<file path="src/sv/srd_pkg.sv">
// srd_pkg: shared types and constants for the socket report deframer.
// No dependencies; imported by srd_parser, srd_out_stage and socket_report_deframer.

package srd_pkg;

    localparam int BYTE_W      = 8;
    localparam int WORD_W      = 32;
    localparam int WINDOW_W    = 64;
    localparam int FIELD_POS_W = 4;
    localparam int NL_COUNT_W  = 2;

    localparam logic [WINDOW_W-1:0]   HEADER_TEXT = 64'h2B53_4B54_5250_543D; // "+SKTRPT="
    localparam logic [BYTE_W-1:0]     CH_COMMA    = 8'h2C;
    localparam logic [BYTE_W-1:0]     CH_NEWLINE  = 8'h0A;
    localparam logic [WORD_W-1:0]     CH_ZERO     = 32'd48;
    localparam logic [NL_COUNT_W-1:0] NL_TARGET   = 2'd2;

    // Parser mode, one-hot
    typedef enum logic [4:0] {
        MODE_HUNT    = 5'b00001,
        MODE_SOCKET  = 5'b00010,
        MODE_LENGTH  = 5'b00100,
        MODE_NEWLINE = 5'b01000,
        MODE_PAYLOAD = 5'b10000
    } srd_mode_t;

    // One result beat
    typedef struct packed {
        logic [BYTE_W-1:0] payload_byte;
        logic [WORD_W-1:0] socket_number;
        logic              last_byte;
    } srd_result_t;

endpackage

</file>
<file path="src/sv/socket_report_deframer.sv">
// socket_report_deframer: top level of the modem socket report deframer.
// Depends on srd_pkg, srd_parser and srd_out_stage.
//
//  channel | handshake           | payload
//  --------+---------------------+-------------------------------------------
//  in      | in_valid / in_stall | rx_byte
//  out     | out_valid/out_stall | payload_byte, socket_number, last_byte
//
// One byte per cycle sustained while no payload byte waits on a stalled output.
// A byte taken is held in the input register and parsed from there; if it is a
// payload byte, it is loaded into the output register and appears from there.
// Reset (rst_n low, asynchronous) clears the parser to the header hunt and
// empties both registers.
// Only a payload byte waits on a full, stalled output register; header and
// field bytes keep moving even while a result beat is held.

module socket_report_deframer #(
    parameter int MAX_FIELD_CHARS = 9
) (
    input  logic                        clk,
    input  logic                        rst_n,
    input  logic                        in_valid,
    output logic                        in_stall,
    input  logic [srd_pkg::BYTE_W-1:0]  rx_byte,
    output logic                        out_valid,
    input  logic                        out_stall,
    output logic [srd_pkg::BYTE_W-1:0]  payload_byte,
    output logic [srd_pkg::WORD_W-1:0]  socket_number,
    output logic                        last_byte
);
    import srd_pkg::*;

    // input register
    logic              in_valid_reg, in_valid_next;
    logic [BYTE_W-1:0] byte_reg;

    logic              produces;
    logic              room;
    logic              advance;
    logic              in_accept;
    srd_result_t       result;
    srd_result_t       held;

    // a byte moves on unless it carries a result and the output has no room
    assign advance   = in_valid_reg && (!produces || room);
    assign in_stall  = in_valid_reg && !advance;
    assign in_accept = in_valid && !in_stall;

    always_comb
    begin
        in_valid_next = in_valid_reg;
        if (in_accept)
            in_valid_next = 1'b1;
        else if (advance)
            in_valid_next = 1'b0;
    end

    always_ff @(posedge clk or negedge rst_n)
    begin
        if (!rst_n)
            in_valid_reg <= 1'b0;
        else
            in_valid_reg <= in_valid_next;
    end

    always_ff @(posedge clk)
    begin
        if (in_accept)
            byte_reg <= rx_byte;
    end

    srd_parser #(
        .MAX_FIELD_CHARS (MAX_FIELD_CHARS)
    ) u_parser (
        .clk       (clk),
        .rst_n     (rst_n),
        .step      (advance),
        .data_byte (byte_reg),
        .produces  (produces),
        .result    (result)
    );

    srd_out_stage u_out (
        .clk       (clk),
        .rst_n     (rst_n),
        .load      (advance && produces),
        .result    (result),
        .out_stall (out_stall),
        .out_valid (out_valid),
        .room      (room),
        .held      (held)
    );

    assign payload_byte  = held.payload_byte;
    assign socket_number = held.socket_number;
    assign last_byte     = held.last_byte;

endmodule

</file>
<file path="src/sv/srd_parser.sv">
// srd_parser: header hunt, field accumulation and payload counting state.
// Depends on srd_pkg. Steps once per registered input byte.

module srd_parser #(
    parameter int MAX_FIELD_CHARS = 9
) (
    input  logic                        clk,
    input  logic                        rst_n,
    input  logic                        step,
    input  logic [srd_pkg::BYTE_W-1:0]  data_byte,
    output logic                        produces,
    output srd_pkg::srd_result_t        result
);
    import srd_pkg::*;

    srd_mode_t               mode_reg,     mode_next;
    logic [WINDOW_W-1:0]     window_reg,   window_next;
    logic [FIELD_POS_W-1:0]  field_reg,    field_next;
    logic [WORD_W-1:0]       socket_reg,   socket_next;
    logic [WORD_W-1:0]       length_reg,   length_next;
    logic [NL_COUNT_W-1:0]   nl_reg,       nl_next;
    logic [WORD_W-1:0]       count_reg,    count_next;

    logic [WINDOW_W-1:0]     window_shift;
    logic [WORD_W-1:0]       field_acc;
    logic [WORD_W-1:0]       acc_update;
    logic [NL_COUNT_W-1:0]   nl_inc;
    logic [WORD_W-1:0]       count_inc;
    logic                    is_last;
    logic                    field_full;

    assign window_shift = {window_reg[WINDOW_W-BYTE_W-1:0], data_byte};
    assign field_acc    = (mode_reg == MODE_SOCKET) ? socket_reg : length_reg;
    // acc * 10 + byte - '0', wrapping
    assign acc_update   = {field_acc[WORD_W-4:0], 3'b000} + {field_acc[WORD_W-2:0], 1'b0}
                        + {{(WORD_W-BYTE_W){1'b0}}, data_byte} - CH_ZERO;
    assign nl_inc       = nl_reg + NL_COUNT_W'(1);
    assign count_inc    = count_reg + WORD_W'(1);
    assign is_last      = (count_inc == length_reg);
    assign field_full   = (field_reg >= FIELD_POS_W'(MAX_FIELD_CHARS));

    assign produces = (mode_reg == MODE_PAYLOAD);
    assign result   = '{payload_byte: data_byte, socket_number: socket_reg, last_byte: is_last};

    always_comb
    begin
        mode_next   = mode_reg;
        window_next = window_reg;
        field_next  = field_reg;
        socket_next = socket_reg;
        length_next = length_reg;
        nl_next     = nl_reg;
        count_next  = count_reg;
        if (step)
        begin
            unique case (mode_reg) inside
                MODE_SOCKET, MODE_LENGTH:
                begin
                    if (data_byte == CH_COMMA)
                    begin
                        mode_next  = (mode_reg == MODE_SOCKET) ? MODE_LENGTH : MODE_NEWLINE;
                        field_next = '0;
                    end
                    else if (field_full)
                    begin
                        mode_next   = MODE_HUNT;
                        window_next = '0;
                        field_next  = '0;
                        nl_next     = '0;
                        count_next  = '0;
                    end
                    else
                    begin
                        if (mode_reg == MODE_SOCKET)
                            socket_next = acc_update;
                        else
                            length_next = acc_update;
                        field_next = field_reg + FIELD_POS_W'(1);
                    end
                end
                MODE_NEWLINE:
                begin
                    if (data_byte == CH_NEWLINE)
                    begin
                        nl_next = nl_inc;
                        if (nl_inc == NL_TARGET)
                        begin
                            if (length_reg == '0)
                            begin
                                mode_next   = MODE_HUNT;
                                window_next = '0;
                                field_next  = '0;
                                nl_next     = '0;
                                count_next  = '0;
                            end
                            else
                            begin
                                mode_next  = MODE_PAYLOAD;
                                count_next = '0;
                            end
                        end
                    end
                end
                MODE_PAYLOAD:
                begin
                    count_next = count_inc;
                    if (is_last)
                    begin
                        mode_next   = MODE_HUNT;
                        window_next = '0;
                        field_next  = '0;
                        nl_next     = '0;
                        count_next  = '0;
                    end
                end
                default:
                begin
                    // hunt, and any stray code
                    if (window_shift == HEADER_TEXT)
                    begin
                        mode_next   = MODE_SOCKET;
                        window_next = '0;
                        field_next  = '0;
                        nl_next     = '0;
                        count_next  = '0;
                        socket_next = '0;
                        length_next = '0;
                    end
                    else
                    begin
                        mode_next   = MODE_HUNT;
                        window_next = window_shift;
                    end
                end
            endcase
        end
    end

    always_ff @(posedge clk or negedge rst_n)
    begin
        if (!rst_n)
        begin
            mode_reg   <= MODE_HUNT;
            window_reg <= '0;
            field_reg  <= '0;
            socket_reg <= '0;
            length_reg <= '0;
            nl_reg     <= '0;
            count_reg  <= '0;
        end
        else
        begin
            mode_reg   <= mode_next;
            window_reg <= window_next;
            field_reg  <= field_next;
            socket_reg <= socket_next;
            length_reg <= length_next;
            nl_reg     <= nl_next;
            count_reg  <= count_next;
        end
    end

    // window only holds bytes while hunting
    a_window_idle: assert property (@(posedge clk) disable iff (!rst_n)
        (mode_reg != MODE_HUNT) |-> (window_reg == '0))
        else $error("header window not clear outside hunt");

    // final payload beat always returns to the hunt
    a_last_to_hunt: assert property (@(posedge clk) disable iff (!rst_n)
        (step && produces && is_last) |=> (mode_reg == MODE_HUNT))
        else $error("no return to hunt after last payload byte");

    // field position never passes the limit
    a_field_limit: assert property (@(posedge clk) disable iff (!rst_n)
        field_reg <= FIELD_POS_W'(MAX_FIELD_CHARS))
        else $error("field position beyond limit");

endmodule

</file>
<file path="src/sv/srd_out_stage.sv">
// srd_out_stage: result register on the output channel.
// Depends on srd_pkg. Loads a result beat from the parser, holds it while stalled.

module srd_out_stage (
    input  logic                  clk,
    input  logic                  rst_n,
    input  logic                  load,
    input  srd_pkg::srd_result_t  result,
    input  logic                  out_stall,
    output logic                  out_valid,
    output logic                  room,
    output srd_pkg::srd_result_t  held
);
    import srd_pkg::*;

    logic        valid_reg, valid_next;
    srd_result_t data_reg;

    assign room      = !valid_reg || !out_stall;
    assign out_valid = valid_reg;
    assign held      = data_reg;

    always_comb
    begin
        valid_next = valid_reg;
        if (load)
            valid_next = 1'b1;
        else if (valid_reg && !out_stall)
            valid_next = 1'b0;
    end

    always_ff @(posedge clk or negedge rst_n)
    begin
        if (!rst_n)
            valid_reg <= 1'b0;
        else
            valid_reg <= valid_next;
    end

    always_ff @(posedge clk)
    begin
        if (load)
            data_reg <= result;
    end

endmodule

</file>
<file path="config.mk">
export PLATFORM = sky130hd
export DESIGN_NAME = socket_report_deframer
export DESIGN_NICKNAME = d
export VERILOG_FILES = /design/src/sv/srd_pkg.sv /design/src/sv/socket_report_deframer.sv /design/src/sv/srd_parser.sv /design/src/sv/srd_out_stage.sv
export SDC_FILE = /design/constraint.sdc
export NUM_CORES = 1
export LEC_CHECK = 0
export BUFFER_PORTS_ARGS = -buffer_cell sky130_fd_sc_hd__clkbuf_2
export CAP_MARGIN = 5
export CORE_ASPECT_RATIO = 0.75
export CORE_MARGIN = 4
export CORE_UTILIZATION = 25
export DETAILED_ROUTE_END_ITERATION = 6
export GPL_TIMING_DRIVEN = 1
export SYNTH_ARGS = -nofsm -noshare
export SYNTH_HDL_FRONTEND = slang
export SYNTH_SLANG_ARGS = --single-unit
</file>
<file path="constraint.sdc">
create_clock -name clk -period 4.1 [get_ports clk]
set_input_delay 0.41 -clock clk [delete_from_list [all_inputs] [get_ports clk]]
set_output_delay 0.41 -clock clk [all_outputs]
set_load 0.005 [all_outputs]
</file>
After elaboration in Yosys (flattened, before gate mapping)
Cells that the tools add are included.
Cells by class
  bitwise operators: 1
  $add $sub $neg: 6
  muxes and demuxes: 53
  magnitude comparators: 1
  reductions and logical operators: 26
  eq/ne operators: 19
Operators with widths (count)
  two-way mux 56 bit: 7
  two-way mux 32 bit: 12
  case mux 56 bit (3 select lines): 1
  case mux 32 bit (2 select lines): 2
  case mux 32 bit (3 select lines): 1
  == test 64 x 62 -> 1 bit (second input constant): 1
  adder 32 x 1 -> 32 bit (second input constant): 1
  adder 32 bit: 1
  adder 32 x 8 -> 32 bit: 1
  == test 32 bit: 1
  logical NOT 32 bit: 1
  two-way mux 4 bit: 8
  subtractor 32 x 6 -> 32 bit (second input constant): 1
  two-way mux 31 bit: 1
  two-way mux 5 bit: 6
  AND reduction 6 bit: 5
  two-way mux 2 bit: 8
  case mux 5 bit (3 select lines): 1
  != test 2 bit (second input constant): 6
  case mux 4 bit (3 select lines): 1
  == test 8 x 4 -> 1 bit (second input constant): 1
  == test 8 x 6 -> 1 bit (second input constant): 1
  AND reduction 7 bit: 1
  != test 2 x 1 -> 1 bit (second input constant): 3
  other kinds (19): 34
Word-level totals
  logic and storage cells: 119
  output and inout bits: 43
  register bits: 214
  input bits: 12

Depth between registers and ports, before layout
  depth after elaboration: 9
  mapped depth: 21
  depth with buffers taken out: 21

Hierarchy
Synthesis repeated with hierarchy kept, for this count alone.
Unflattened totals
  cells, all modules: 1367
  area, all modules: 13121.3 um2
By module, submodules not included
  srd_parser: area an instance 11533.6 um2, cells each 1307, instances 1, sequential area each 4080.2 um2
  srd_out_stage: area an instance 1267.5 um2, cells each 44, instances 1, sequential area each 1256.2 um2
  socket_report_deframer: area an instance 320.3 um2, cells each 16, instances 1, sequential area each 265.3 um2

Least setup slack after synthesis
OpenSTA, ideal clock, no wires.
  path type: reg2reg
  from: reg u_parser.mode_reg[0]
  to: reg u_parser.socket_reg[29]
  arrival: 4.386 ns
  period minus slack after synthesis: 4.507 ns
  setup time: 0.121 ns
  cell stages (with the launch flop): 20
  required time: 3.979 ns
  path buffers: 3
  setup slack: -0.407 ns
  cells stage by stage: dfstp_2 -> nor3_1 -> nand2_1 -> buf_1 -> clkbuf_1 -> mux2i_1 -> ha_1 -> inv_1 -> ha_1 -> ha_1 -> clkbuf_1 -> nand2_1 -> o21ai_0 -> a41o_1 -> o31ai_1 -> a211oi_1 -> nor2_1 -> a211oi_1 -> xor2_1 -> a22o_1
Between the ends
  longest elaborated chain between the ends: 9
  elaborated cells on any way between the ends: 23
  those cells by class: add/sub (3); eq/ne (7); mux (5); bitwise (1); reduce/logical (7)
RTL lines
  from (decl): RTL line srd_parser.sv:16  | srd_mode_t mode_reg, mode_next;
  from (signal assigned): RTL line srd_parser.sv:153  | mode_reg <= mode_next;
  == test 5 x 2 -> 1 bit: RTL line srd_parser.sv:33, srd_parser.sv:74
  two-way mux 31 bit: RTL line srd_parser.sv:33  | assign field_acc = (mode_reg == MODE_SOCKET) ? socket_reg : length_reg;
  adder 32 bit: RTL line srd_parser.sv:35  | assign acc_update = {field_acc[WORD_W-4:0], 3'b000} + {field_acc[WORD_W-2:0], 1'b0}
  adder 32 x 8 -> 32 bit: RTL line srd_parser.sv:36  | + {{(WORD_W-BYTE_W){1'b0}}, data_byte} - CH_ZERO;
  subtractor 32 x 6 -> 32 bit: RTL line srd_parser.sv:36
  two-way mux 32 bit: RTL line srd_parser.sv:74  | if (mode_reg == MODE_SOCKET)
  two-way mux 32 bit: RTL line srd_parser.sv:64  | else if (field_full)
  two-way mux 32 bit: RTL line srd_parser.sv:59  | if (data_byte == CH_COMMA)
  case mux 32 bit (2 select lines): RTL line srd_parser.sv:56  | unique case (mode_reg) inside
  to (signal assigned): RTL line srd_parser.sv:156  | socket_reg <= socket_next;
  to (decl): RTL line srd_parser.sv:19  | logic [WORD_W-1:0] socket_reg, socket_next;
Parallel ways exist; a longest one is shown, timed or not. The select of a mux whose other input is x is not followed.
A chain may end at the register's enable or synchronous reset.

Worst setup path after layout
  from: reg u_parser.mode_reg[3]
  to: reg u_parser.socket_reg[29]
The elaborated chain is that of the path after synthesis.

==> flow_summary_export.csv <==
group,metric,value,unit
critical_path,crit_required,4580,ps
cells_and_area,ff_latch_area,0.005602,mm²
timing,fin_skew,16.52,ps
synth,yosysMostFrequentCell,"nand2_1",
timing,hold_viol,16,
critical_path,slowest_stage,"fa_2",
synth,avgSynthCellArea,9.511,µm²
cells_and_area,diodes,0,
critical_path,rr_worst_depth,21,
clocking,clk_pin_slew,60,ps
timing,hold_slack,-20.52,ps
critical_path,r2r_slack,-200,ps
floorplan,rows,73,
drt,met2_length,16570,µm
floorplan,start_util,0.2523,
min_path,min_path_type,"in2async",
timing,fin_crit,4299,ps
drt,num_vias,11160,
grt,grt_first_pass_wirelength,61180,µm
clocking,cts-root-buf,"clkbuf_16",
synth,ys_types,77,
synth,synth-edff-count,49,
clocking,numCtsBuffers,26,
synth,synth-seq-area-share,0.4198,
pwr,leakagePower,7.724,nW
synth,ys_top_cells_by_area,"dfrtp_1 31%, edfxtp_1 11%, ha_1 8.2%",
drt,ant_nets,0,
critical_path,slowest_delay,530,ps
timing,setup_slack,-199.0,ps
cells_and_area,largest_reg_flops,56,
cells_and_area,utilization,0.3182,
timing,clock.fmax,232.6,MHz
critical_path,path_cells,"nor3_4 > nand2_4 > inv_4 > nand2_1 > nand2_2 > inv_1 > fa_2 > inv_2 > ha_4 > ha_4 > inv_2 > fa_2 > nor2b_4 > o31ai_4 > a211oi_4 > o31ai_4 > a211oi_2 > nor2_1 > a211oi_2 > xor2_1 > a22o_1",
timing,setup_violations,18,
drt,drtPass1Iterations,5,
synth,synth_cells,1403,
drt,drt-initial-drc-count,764,
place,dp.final_hpwl,28020,µm
place,pre_cts_ws,-549.7,ps
critical_path,crit_type,"reg2reg",
synth,synth_area,0.01334,mm²
clocking,clk-insertion-delay-late,540,ps
cells_and_area,syn_to_final_growth,26.10,%
synth,ys_ff_latch,214,
critical_path,r2r-start,"u_parser.mode_reg[3]",
synth,async_flop_share,0.7710,
synth,ys_warn_count,0,
cells_and_area,nNetsFinal,1671,
synth,synth_top_cell_area_share,0.3075,
clocking,cts_buffer_depth,3,
critical_path,r2r-end,"u_parser.socket_reg[29]",
drt,finalWirelength,38710,µm
drt,drc_errors,0,
cells_and_area,multi_input_area,0.007634,mm²
pwr,power_density,307.7,mW/mm²
clocking,htree_levels,1,
cells_and_area,drive_above_1_share,0.2434,
timing,rsz0062_at_grt,"yes",
floorplan,die_area,0.05718,mm²
floorplan,die_y,208.1,µm
clocking,tritoncts,"yes",
drt,via_per_inst,4.855,
drt,wl_met1,18900,µm
place,place_congestion,0.9156,
grt,grt.total_usage,0.1312,
synth,synth_nets,1508,
synth,synth_ff_type,"dfrtp_1",
drt,dr.max_layer_used,"met4",
timing,drv_slew,0,
flow_run,max_cap_viol_count,0,
grt,grt_pass1_vias,10800,
critical_path,endpoint_kind,"flip-flop",
synth,yosys-top-cells-count,"213 x nand2_1, 164 x dfrtp_1, 115 x inv_1, 87 x ha_1, 70 x mux2i_1",
grt,grt_max_degree,93,
drt,wire_per_inst,16.85,µm
floorplan,die_width,274.8,µm
grt,grt.overflow.total,0,
critical_path,worstPathArrival,4780,ps
place,placement.io_buffers,54,
timing,worst_slew_pin_slew,950.9,ps
floorplan,ios,55,
status,violations,"hold timing, setup timing",
critical_path,crit_path_start_kind,"flip-flop",
drt,dr_wl_met3,2333,µm
grt,antenna_found_initial,0,
cells_and_area,nFillCells,5413,
timing,maxSlewHeadroom,0.3637,
synth,synth_top_cell_by_area,"dfrtp_1",
pwr,ir_worst_vdd,0.2791,mV
status,status,"finished, violations left",
timing,min_period_over_period,1.049,
floorplan,core_area,0.05288,mm²
clocking,clkSinkCount,214,
critical_path,worstPathMaxFanout,8,
where the power goes:
group / internal [mW] / switching (mW) / leakage [nW]
Clock: 1.23 / 0.942 / 0.388
Sequential: 2.33 / 0.106 / 2.65
Combinational: 0.289 / 0.275 / 4.69
Total: 3.85 / 1.32 / 7.72
layout by cell type (no fill, tap or decap), types with 12 or more instances in the layout:
master,Yosys,routed
a21o_1,20,20
a21oi_1,45,40
buf_4,6,146
clkbuf_16,0,28
clkbuf_2,0,53
dfrtp_1,164,164
edfxtp_1,49,49
ha_1,87,68
ha_4,0,16
inv_1,115,109
mux2_2,18,18
mux2i_1,70,53
mux2i_2,0,12
nand2_1,213,206
nand3_1,37,37
nand4_1,18,18
nor2_1,59,56
nor3_1,59,57
nor4_1,23,23
o21ai_0,61,52
o31ai_1,24,19
or3_1,15,15
xnor2_1,34,32
xor2_1,36,33
repair_timing:
| action | 4_1_cts | 5_1_grt |
|---|---|---|
| cloned | 0 | 1 |
| hold buffers | 0 | 0 |
| resized for setup | 49 | 67 |
| endpoints found under the setup margin | 35 | 32 |
| setup buffers | 8 | 14 |
| pin swaps | 25 | 18 |
how the worst max path moves through the flow:
| stage | start | endpoint | slack, ps |
|---|---|---|---|
| 2_1_floorplan | u_parser.mode_reg[3] | u_parser.socket_reg[30] | 20 |
| 3_3_place_gp | u_parser.mode_reg[3] | u_parser.length_reg[31] | -430 |
| 3_5_place_dp | u_parser.mode_reg[3] | u_parser.length_reg[31] | -550 |
| 4_1_cts | u_parser.mode_reg[3] | u_parser.length_reg[27] | -70 |
| 5_1_grt | u_parser.mode_reg[3] | u_parser.socket_reg[29] | -370 |
| 6_report | u_parser.mode_reg[3] | u_parser.socket_reg[29] | -200 |
layer usage:
metal  global-route usage  vias to the layer above
met4              0.03389                        0
li1                     -                     5299
met1               0.1995                     5472
met2               0.1917                      331
met3              0.02214                       55
met5                    0                        -
worst max-delay path, delay by kind of cell, from the launching register on:
| family | cells | cell delay, ps |
|---|---|---|
| buf+inv | 4 | 270 |
| simple gates | 6 | 860 |
| xor+xnor | 1 | 240 |
| compound gates | 6 | 1180 |
| flops | 1 | 420 |
| fa+ha+maj | 4 | 1280 |
kinds of logic after synthesis:
group,Yosys count,synth area share
AND/OR/NAND/NOR,509,0.1908
AO/OA/AOI/OAI,232,0.1136
flip-flops,214,0.4198
buffers and inverters,185,0.05860
multiplexers,100,0.08064
adder cells (fa/ha/maj),93,0.09058
XOR/XNOR,70,0.04594
metrics by stage:
step / TNS (ps) / instances / hold slack [ps] / power, mW / area, µm²
5_1_grt: -5547 / 2298 / 24.65 / 5.418 / 16830
4_1_cts: -250.9 / 2283 / 9.657 / 5.207 / 16310
3_5_place_dp: -8620 / 2230 / 454.3 / 2.980 / 15240
6_report: -2142 / 2298 / -20.52 / 5.178 / 16830
3_3_place_gp: -6267 / 2230 / 451.3 / 2.958 / 15240
2_1_floorplan: 0 / 1403 / 114.4 / 2.797 / 13390
final cells by class:
class                   count  share of cell area
repair buffers            205             0.08729
well taps                 712             0.05294
clock buffers              36             0.04275
multi-input cells        1004              0.4536
clock inverters            12            0.004684
inverters                 115             0.02580
flip-flops and latches    214              0.3329
Note: power is estimated with default switching activity, not from simulation.
